--- src/rtl/rlts_pkg.sv ---
// Shared constants, types and the turn circumference table for roll_lift_to_steps.
package rlts_pkg;

  localparam int unsigned TURN_ENTRIES = 14;
  localparam int unsigned TABLE_CAP    = 32;
  localparam int unsigned TABLE_IDX_W  = $clog2(TABLE_CAP);
  localparam int unsigned TURN_IDX_W   = $clog2(TURN_ENTRIES);
  localparam int unsigned TURN_CNT_W   = $clog2(TURN_ENTRIES + 1);

  localparam int unsigned LIFT_W  = 16;
  localparam int unsigned STEPS_W = 24;
  localparam int unsigned SPT_W   = 16;
  localparam int unsigned CFG_W   = 24;
  localparam int unsigned CFG_IDX_W = 2;

  // Circumferences in tenths of a mm stay below 2048.
  localparam int unsigned CIRC_W  = 11;
  // lift * 10 stays below 2**20.
  localparam int unsigned REM_W   = 20;
  localparam int unsigned PROD_W  = SPT_W + CIRC_W;
  localparam int unsigned QUO_W   = SPT_W;
  localparam int unsigned WHOLE_W = SPT_W + TURN_CNT_W;

  localparam logic [LIFT_W-1:0]  MAX_LIFT_RST = 16'd1600;
  localparam logic [STEPS_W-1:0] MAX_STEPS_RST = 24'd156000;
  localparam logic [SPT_W-1:0]   SPT_RST = 16'd12000;

  typedef enum logic [CFG_IDX_W-1:0] {
    CFG_MAX_LIFT  = 2'd0,
    CFG_MAX_STEPS = 2'd1,
    CFG_SPT       = 2'd2
  } cfg_idx_e;

  localparam logic [CIRC_W-1:0] CIRC_TABLE [TABLE_CAP] = '{
    11'd0,    11'd1013, 11'd1059, 11'd1089, 11'd1124, 11'd1158, 11'd1186, 11'd1219,
    11'd1255, 11'd1284, 11'd1321, 11'd1350, 11'd1387, 11'd1419, 11'd0,    11'd0,
    11'd0,    11'd0,    11'd0,    11'd0,    11'd0,    11'd0,    11'd0,    11'd0,
    11'd0,    11'd0,    11'd0,    11'd0,    11'd0,    11'd0,    11'd0,    11'd0
  };

  function automatic logic [CIRC_W-1:0] circ_at(input logic [TURN_IDX_W-1:0] idx);
    return CIRC_TABLE[TABLE_IDX_W'(idx)];
  endfunction

endpackage

--- src/rtl/rlts_div.sv ---
// Restoring divider: one quotient bit per cycle, quotient known to fit QUO_W bits.
module rlts_div (
  input  logic                       clk_i,
  input  logic                       rst_ni,
  input  logic                       start_i,
  input  logic [rlts_pkg::PROD_W-1:0] num_i,
  input  logic [rlts_pkg::CIRC_W-1:0] den_i,
  output logic                       done_o,
  output logic [rlts_pkg::QUO_W-1:0]  quo_o
);

  localparam int unsigned CNT_W = $clog2(rlts_pkg::QUO_W + 1);

  logic [CNT_W-1:0]              cnt_q, cnt_d;
  logic                          done_q, done_d;
  logic [rlts_pkg::CIRC_W-1:0]   part_q, part_d;
  logic [rlts_pkg::CIRC_W-1:0]   den_q, den_d;
  logic [rlts_pkg::QUO_W-1:0]    num_q, num_d;
  logic [rlts_pkg::QUO_W-1:0]    quo_q, quo_d;
  logic [rlts_pkg::CIRC_W:0]     trial;
  logic [rlts_pkg::CIRC_W:0]     diff;
  logic                          qbit;

  assign trial = {part_q, num_q[rlts_pkg::QUO_W-1]};
  assign diff  = trial - {1'b0, den_q};
  assign qbit  = (trial >= {1'b0, den_q});

  always_comb begin
    cnt_d  = cnt_q;
    done_d = 1'b0;
    part_d = part_q;
    den_d  = den_q;
    num_d  = num_q;
    quo_d  = quo_q;
    if (start_i) begin
      // High bits of the dividend are below the divisor, so seed with them.
      part_d = num_i[rlts_pkg::PROD_W-1:rlts_pkg::QUO_W];
      num_d  = num_i[rlts_pkg::QUO_W-1:0];
      den_d  = den_i;
      cnt_d  = CNT_W'(rlts_pkg::QUO_W);
    end else if (cnt_q != '0) begin
      part_d = qbit ? diff[rlts_pkg::CIRC_W-1:0] : trial[rlts_pkg::CIRC_W-1:0];
      num_d  = {num_q[rlts_pkg::QUO_W-2:0], 1'b0};
      quo_d  = {quo_q[rlts_pkg::QUO_W-2:0], qbit};
      cnt_d  = cnt_q - CNT_W'(1);
      done_d = (cnt_q == CNT_W'(1));
    end
  end

  always_ff @(posedge clk_i or negedge rst_ni) begin
    if (!rst_ni) begin
      cnt_q  <= '0;
      done_q <= 1'b0;
    end else begin
      cnt_q  <= cnt_d;
      done_q <= done_d;
    end
  end

  always_ff @(posedge clk_i) begin
    part_q <= part_d;
    den_q  <= den_d;
    num_q  <= num_d;
    quo_q  <= quo_d;
  end

  assign done_o = done_q;
  assign quo_o  = quo_q;

endmodule

--- src/rtl/roll_lift_to_steps_top.sv ---
// Top level: lift in mm to stepper steps through a table walk and a restoring divider.
//
//  channel | signals                              | direction
//  --------+--------------------------------------+----------
//  input   | in_valid_i, in_stall_o, lift_mm_i    | in
//  output  | out_valid_o, out_stall_i, steps_o,   | out
//          | clamped_o                            |
//  config  | cfg_we_i, cfg_index_i, cfg_data_i    | in
//
// A transaction clamped on range goes from the accept straight to the done state, one
// that runs past the table clamps after the whole walk. Otherwise the walk compares
// the table entries (2 to TURN_ENTRIES), one entry per cycle through the compare/subtract,
// then come one multiply, a divider start and 16 divider steps up to the done strobe.
// in_stall_o is high while a transaction is in work; a finished result waits in
// the output register while out_stall_i is high. Reset loads the register defaults.
module roll_lift_to_steps_top (
  input  logic                           clk_i,
  input  logic                           rst_ni,
  input  logic                           in_valid_i,
  output logic                           in_stall_o,
  input  logic [rlts_pkg::LIFT_W-1:0]    lift_mm_i,
  output logic                           out_valid_o,
  input  logic                           out_stall_i,
  output logic [rlts_pkg::STEPS_W-1:0]   steps_o,
  output logic                           clamped_o,
  input  logic                           cfg_we_i,
  input  logic [rlts_pkg::CFG_IDX_W-1:0] cfg_index_i,
  input  logic [rlts_pkg::CFG_W-1:0]     cfg_data_i
);

  typedef enum logic [5:0] {
    ST_IDLE   = 6'b000001,
    ST_WALK   = 6'b000010,
    ST_MUL    = 6'b000100,
    ST_DSTART = 6'b001000,
    ST_DWAIT  = 6'b010000,
    ST_DONE   = 6'b100000
  } state_e;

  state_e state_q, state_d;

  logic [rlts_pkg::LIFT_W-1:0]  max_lift_q;
  logic [rlts_pkg::STEPS_W-1:0] max_steps_q;
  logic [rlts_pkg::SPT_W-1:0]   spt_q;

  logic [rlts_pkg::TURN_CNT_W-1:0] cnt_q, cnt_d;
  logic [rlts_pkg::REM_W-1:0]      rem_q, rem_d;
  logic [rlts_pkg::WHOLE_W-1:0]    whole_q, whole_d;
  logic [rlts_pkg::CIRC_W-1:0]     circ_q, circ_d;
  logic [rlts_pkg::PROD_W-1:0]     prod_q, prod_d;
  logic [rlts_pkg::STEPS_W-1:0]    res_steps_q, res_steps_d;
  logic                            res_clamp_q, res_clamp_d;
  logic                            out_valid_q, out_valid_d;
  logic [rlts_pkg::STEPS_W-1:0]    out_steps_q, out_steps_d;
  logic                            out_clamp_q, out_clamp_d;

  logic [rlts_pkg::CIRC_W-1:0]     circ_cur;
  logic [rlts_pkg::REM_W-1:0]      circ_ext;
  logic                            in_acc;
  logic                            div_start;
  logic                            div_done;
  logic [rlts_pkg::QUO_W-1:0]      div_quo;
  logic [rlts_pkg::WHOLE_W:0]      total;

  assign circ_cur = rlts_pkg::circ_at(cnt_q[rlts_pkg::TURN_IDX_W-1:0]);
  assign circ_ext = rlts_pkg::REM_W'(circ_cur);
  assign in_acc   = in_valid_i && (state_q == ST_IDLE);
  assign div_start = (state_q == ST_DSTART);
  assign total = {1'b0, whole_q} + (rlts_pkg::WHOLE_W + 1)'(div_quo);

  rlts_div u_div (
    .clk_i   (clk_i),
    .rst_ni  (rst_ni),
    .start_i (div_start),
    .num_i   (prod_q),
    .den_i   (circ_q),
    .done_o  (div_done),
    .quo_o   (div_quo)
  );

  // Configuration registers
  always_ff @(posedge clk_i or negedge rst_ni) begin
    if (!rst_ni) begin
      max_lift_q  <= rlts_pkg::MAX_LIFT_RST;
      max_steps_q <= rlts_pkg::MAX_STEPS_RST;
      spt_q       <= rlts_pkg::SPT_RST;
    end else if (cfg_we_i) begin
      unique case (cfg_index_i)
        rlts_pkg::CFG_MAX_LIFT:  max_lift_q  <= cfg_data_i[rlts_pkg::LIFT_W-1:0];
        rlts_pkg::CFG_MAX_STEPS: max_steps_q <= cfg_data_i[rlts_pkg::STEPS_W-1:0];
        rlts_pkg::CFG_SPT:       spt_q       <= cfg_data_i[rlts_pkg::SPT_W-1:0];
        default: ;
      endcase
    end
  end

  always_comb begin
    state_d     = state_q;
    cnt_d       = cnt_q;
    rem_d       = rem_q;
    whole_d     = whole_q;
    circ_d      = circ_q;
    prod_d      = prod_q;
    res_steps_d = res_steps_q;
    res_clamp_d = res_clamp_q;
    out_valid_d = out_valid_q;
    out_steps_d = out_steps_q;
    out_clamp_d = out_clamp_q;

    // Drop the output once taken.
    if (out_valid_q && !out_stall_i) begin
      out_valid_d = 1'b0;
    end

    unique case (state_q)
      ST_IDLE: begin
        if (in_acc) begin
          cnt_d   = '0;
          whole_d = '0;
          // lift * 10 as two shifts
          rem_d   = (rlts_pkg::REM_W'(lift_mm_i) << 3)
                  + (rlts_pkg::REM_W'(lift_mm_i) << 1);
          if (lift_mm_i > max_lift_q) begin
            res_steps_d = max_steps_q;
            res_clamp_d = 1'b1;
            state_d     = ST_DONE;
          end else begin
            state_d = ST_WALK;
          end
        end
      end
      ST_WALK: begin
        if (cnt_q == rlts_pkg::TURN_CNT_W'(rlts_pkg::TURN_ENTRIES)) begin
          // Ran past the table: clamp.
          res_steps_d = max_steps_q;
          res_clamp_d = 1'b1;
          state_d     = ST_DONE;
        end else if (rem_q < circ_ext) begin
          circ_d  = circ_cur;
          state_d = ST_MUL;
        end else begin
          rem_d   = rem_q - circ_ext;
          whole_d = whole_q + rlts_pkg::WHOLE_W'(spt_q);
          cnt_d   = cnt_q + rlts_pkg::TURN_CNT_W'(1);
        end
      end
      ST_MUL: begin
        prod_d  = rlts_pkg::PROD_W'(spt_q) * rlts_pkg::PROD_W'(rem_q[rlts_pkg::CIRC_W-1:0]);
        state_d = ST_DSTART;
      end
      ST_DSTART: begin
        state_d = ST_DWAIT;
      end
      ST_DWAIT: begin
        if (div_done) begin
          res_steps_d = rlts_pkg::STEPS_W'(total);
          res_clamp_d = 1'b0;
          state_d     = ST_DONE;
        end
      end
      ST_DONE: begin
        // Hold until the output register is free.
        if (!out_valid_q || !out_stall_i) begin
          out_valid_d = 1'b1;
          out_steps_d = res_steps_q;
          out_clamp_d = res_clamp_q;
          state_d     = ST_IDLE;
        end
      end
      default: state_d = ST_IDLE;
    endcase
  end

  always_ff @(posedge clk_i or negedge rst_ni) begin
    if (!rst_ni) begin
      state_q     <= ST_IDLE;
      out_valid_q <= 1'b0;
    end else begin
      state_q     <= state_d;
      out_valid_q <= out_valid_d;
    end
  end

  always_ff @(posedge clk_i) begin
    cnt_q       <= cnt_d;
    rem_q       <= rem_d;
    whole_q     <= whole_d;
    circ_q      <= circ_d;
    prod_q      <= prod_d;
    res_steps_q <= res_steps_d;
    res_clamp_q <= res_clamp_d;
    out_steps_q <= out_steps_d;
    out_clamp_q <= out_clamp_d;
  end

  assign in_stall_o  = (state_q != ST_IDLE);
  assign out_valid_o = out_valid_q;
  assign steps_o     = out_steps_q;
  assign clamped_o   = out_clamp_q;

endmodule

--- config.mk ---
export PLATFORM = sky130hd
export DESIGN_NAME = roll_lift_to_steps_top
export DESIGN_NICKNAME = d
export VERILOG_FILES = /design/src/rtl/rlts_pkg.sv /design/src/rtl/rlts_div.sv /design/src/rtl/roll_lift_to_steps_top.sv
export SDC_FILE = /design/constraint.sdc
export NUM_CORES = 1
export LEC_CHECK = 0
export ABC_CLOCK_PERIOD_IN_PS = 6100
export BUFFER_PORTS_ARGS = -buffer_cell sky130_fd_sc_hd__buf_2
export CAP_MARGIN = 10
export CORE_UTILIZATION = 64
export CTS_CLUSTER_SIZE = 28
export DETAILED_ROUTE_END_ITERATION = 12
export PLACE_DENSITY = 0.82
export SYNTH_ARGS = -nofsm -noshare
export SYNTH_HDL_FRONTEND = slang
export SYNTH_HIERARCHICAL = 1
export SYNTH_SLANG_ARGS = --single-unit
--- constraint.sdc ---
create_clock -name clk_i -period 6.1 [get_ports clk_i]
set_input_delay 1.22 -clock clk_i [delete_from_list [all_inputs] [get_ports clk_i]]
set_output_delay 1.22 -clock clk_i [all_outputs]
set_load 0.05 [all_outputs]
==> impl_metrics.tcl <==
set metrics [dict create \
    drcViolationCount 0 \
    period_needed_ns 5.830 \
    design.final.nets 2237 \
    post_synth_inst_count 1844 \
    arrival_ns 6.13 \
    slew_headroom_pct 22.34 \
    clk_latency_ns 0.55 \
    min_path_cells 0 \
    core_area_um2 29640 \
    setup_tns_ns 0 \
    critical_path.endpoint_type "flip-flop" \
    dpl_worst_slack_ns 0.3216 \
    die_height_um 175.6 \
    floorplan.initialDensity_pct 65.05 \
    max_clock_freq_mhz 171.5 \
    clock_path_buffers 3 \
    crit_path_max_incr_delay_ns 0.74 \
    rr_startpoint "rem_q[7]$_DFFE_PP_" \
    viasPerCell 6.000 \
    dominantRegCellSynth "edfxtp_1" \
    cts_sinks 254 \
    finClkSkew_ns 0.01322 \
    synth_enable_flop_cells 185 \
    run_status "complete, no violations" \
    cp_cell_sequence "nand2_1, fa_1, fa_1, fa_1, inv_1, fa_1, inv_1, fa_1, inv_1, ha_1, a211o_1, a211oi_1, o32ai_1, buf_4, a32oi_1, a31oi_1, nor2_1, xnor2_1" \
    critPathRequiredTime_ns 6.40 \
    fp.dieW_um 175.6 \
    grt_pass1_wl_um 69500 \
    layout-area-overhead-vs-synth_pct 8.864 \
    worst_path_most_repeated_cell "fa_1" \
    overflow 0 \
    die_outline_area_um2 30820 \
    gpl_congestion 0.9298 \
    via_count 13880 \
    mostFrequentLayoutCell "inv_1" \
    syn_avg_cell_area_um2 10.46 \
    grt_antenna_before_repair 3 \
    route.detailed.wl_per_inst_um 18.42 \
    worstSetupPathDepth 18 \
    drtIter0Drc 1119 \
    dp.cells 2264 \
    synth.cell_area_um2 19280 \
    grt_max_degree 70 \
    finalHoldViolations 0 \
    dp_hpwl_um 32300 \
    post-cts-setup-buffers 0 \
    num-fill-cells 2100 \
    timing.setup.critical_path_class "reg2reg" \
    netlist-cell-type-count 86 \
    min_period_over_period_pct 95.57 \
    critPathTopFamily "adder cells" \
    timing_max_transition_violations_final 0 \
    setup_repair_after_global_routing_missed_its_margin "false" \
    cts.reportedPaths.clkPinSlew_ns 0.06 \
    ys_seq_elements 254 \
    setup.worst_path.start "rem_q[7]$_DFFE_PP_" \
    ios 74 \
    max_cap_violations 0 \
    start_point_of_the_worst_hold_path "circ_q[2]$_DFFE_PP_" \
    stdcell_count 2314 \
    cts_tree "done" \
    postLayoutSetupSlackWorst_ns 0.2701 \
    grtUsageTotal_pct 28.46 \
    synthesis.nets 2178 \
    final_cell_utilization_of_the_core_pct 70.82 \
    crit_fanout 17 \
    layout_common_cells "inv_1 (219), nand2_1 (191), edfxtp_1 (185), ha_1 (157), fa_1 (130)" \
    finalSetupViolations 0 \
    asyncSetResetFlopFracSynth_pct 27.17 \
    drt_wl_total_um 42630 \
    worst_hold_path_type "reg2reg" \
    r2r_cells 18 \
    yosysWarningCount 6 \
    cts-buffers-inserted 27 \
    vias_in_the_first_global_route 13900 \
    cell_at_the_root_of_the_clock_tree "clkbuf_16" \
    hold_buffers 0 \
    max_slew.worst_pin.slew_ns 1.161 \
    critPathLaunchType "flip-flop" \
    antenna-diode-count 0 \
    synth.yosys.seq_area_share_pct 37.88 \
    worstPathBufferInverterCount 4 \
    clock_tree.htree_level_count 1 \
    port_buffers 73 \
    slowest_stage "edfxtp_1" \
    drive_gt1_share_pct 12.99 \
    postRouteAntennaNets 0 \
    first_pass_iters 6 \
    rows 63 \
    post_cts.resized_instances 0 \
]
-- cells in the mapped netlist, types with 13 or more instances --
master | number | area, um2
a211oi_1 | 17 | 127.6
a21o_1 | 24 | 180.2
a21oi_1 | 73 | 365.4
a31oi_1 | 13 | 81.33
and2_1 | 95 | 594.3
clkbuf_1 | 55 | 206.5
dfrtp_1 | 52 | 1301
dfstp_2 | 17 | 446.7
edfxtp_1 | 185 | 5555
fa_1 | 130 | 2603
ha_1 | 157 | 1964
inv_1 | 219 | 822.0
mux2_2 | 55 | 619.3
nand2_1 | 192 | 720.7
nand2b_1 | 20 | 125.1
nand3_1 | 14 | 70.07
nor2_1 | 96 | 360.4
nor2b_1 | 20 | 125.1
nor3_1 | 32 | 160.2
o21a_1 | 14 | 105.1
o21ai_0 | 88 | 440.4
o21ai_1 | 14 | 70.07
xnor2_1 | 50 | 437.9
xor2_1 | 35 | 306.5
-- sequential cells by signal, summed over array words and instances (netlist names) --
name	cells
cnt_q	4
u_div/part_q	11
whole_q	20
u_div/done_o	1
res_steps_q	24
clamped_o	1
prod_q	27
circ_q	10
state_q	6
max_steps_q	24
u_div/quo_o	16
u_div/cnt_q	5
u_div/den_q	11
max_lift_q	16
steps_o	24
rem_q	20
res_clamp_q	1
u_div/num_q	16
out_valid_o	1
spt_q	16
-- per-layer routing --
layer / share of wire, % / GRT usage, % / wire, um / up-vias
met3: 7.6 / 5.346 / 3236 / 110
met1: 41 / 37.97 / 17610 / 6847
li1: - / - / - / 6448
met5: 0.070 / 0 / 30 / -
met2: 47 / 46.21 / 20080 / 475
met4: 3.9 / 11.01 / 1680 / 4
-- per-stage QoR --
stage | instance area, um2 | hold slack [ns]
3_3_place_gp | 20060 | 0.4007
5_1_grt | 20990 | 0.4236
2_1_floorplan | 19280 | 0.4003
3_5_place_dp | 20060 | 0.4045
6_report | 20990 | 0.4169
4_1_cts | 20990 | 0.4184
-- worst register-to-register path, cell delays in order, from the launching register on --
cell and delay, ns:
edfxtp_1 0.74, nand2_1 0.20, fa_1 0.49, fa_1 0.51, fa_1 0.50, inv_1 0.06
fa_1 0.53, inv_1 0.05, fa_1 0.52, inv_1 0.04, ha_1 0.36, a211o_1 0.29
a211oi_1 0.39, o32ai_1 0.15, buf_4 0.17, a32oi_1 0.24, a31oi_1 0.13, nor2_1 0.13
xnor2_1 0.07
-- worst paths after layout --
kind | endpoint | slack [ns]
worst max-delay path | prod_q[26]$_DFFE_PP_ | 0.27
worst min-delay path | u_div/den_q[2]$_DFFE_PP_ | 0.42
worst max register to register | prod_q[26]$_DFFE_PP_ | 0.27
worst min register to register | u_div/den_q[2]$_DFFE_PP_ | 0.42
max in group asynchronous | max_lift_q[4]$_DFFE_PN0P_ | 4.60
min in group asynchronous | max_steps_q[19]$_DFFE_PN0P_ | 0.87
-- logic make-up after synthesis --
kind of cell	share of synthesized area, %
AO/OA/AOI/OAI	11.36
XOR/XNOR	3.861
adder cells (fa/ha/maj)	23.69
buffers and inverters	5.548
flip-flops	37.88
multiplexers	3.640
AND/OR/NAND/NOR	14.02
-- cell type report --
cell class / instances / area, um2 / area share, %
timing repair buffer: 92 / 508.0 / 2.420
sequential: 254 / 7303 / 34.79
tap: 390 / 488.0 / 2.325
multi-input combinational: 1308 / 10930 / 52.07
clock buffer: 36 / 770.7 / 3.672
clock inverter: 14 / 162.7 / 0.7749
inverter: 220 / 828.3 / 3.946
Power is left out: the tool's default activity adds up to more than one toggle a clock period on the data nets, which glitch-free logic cannot reach.
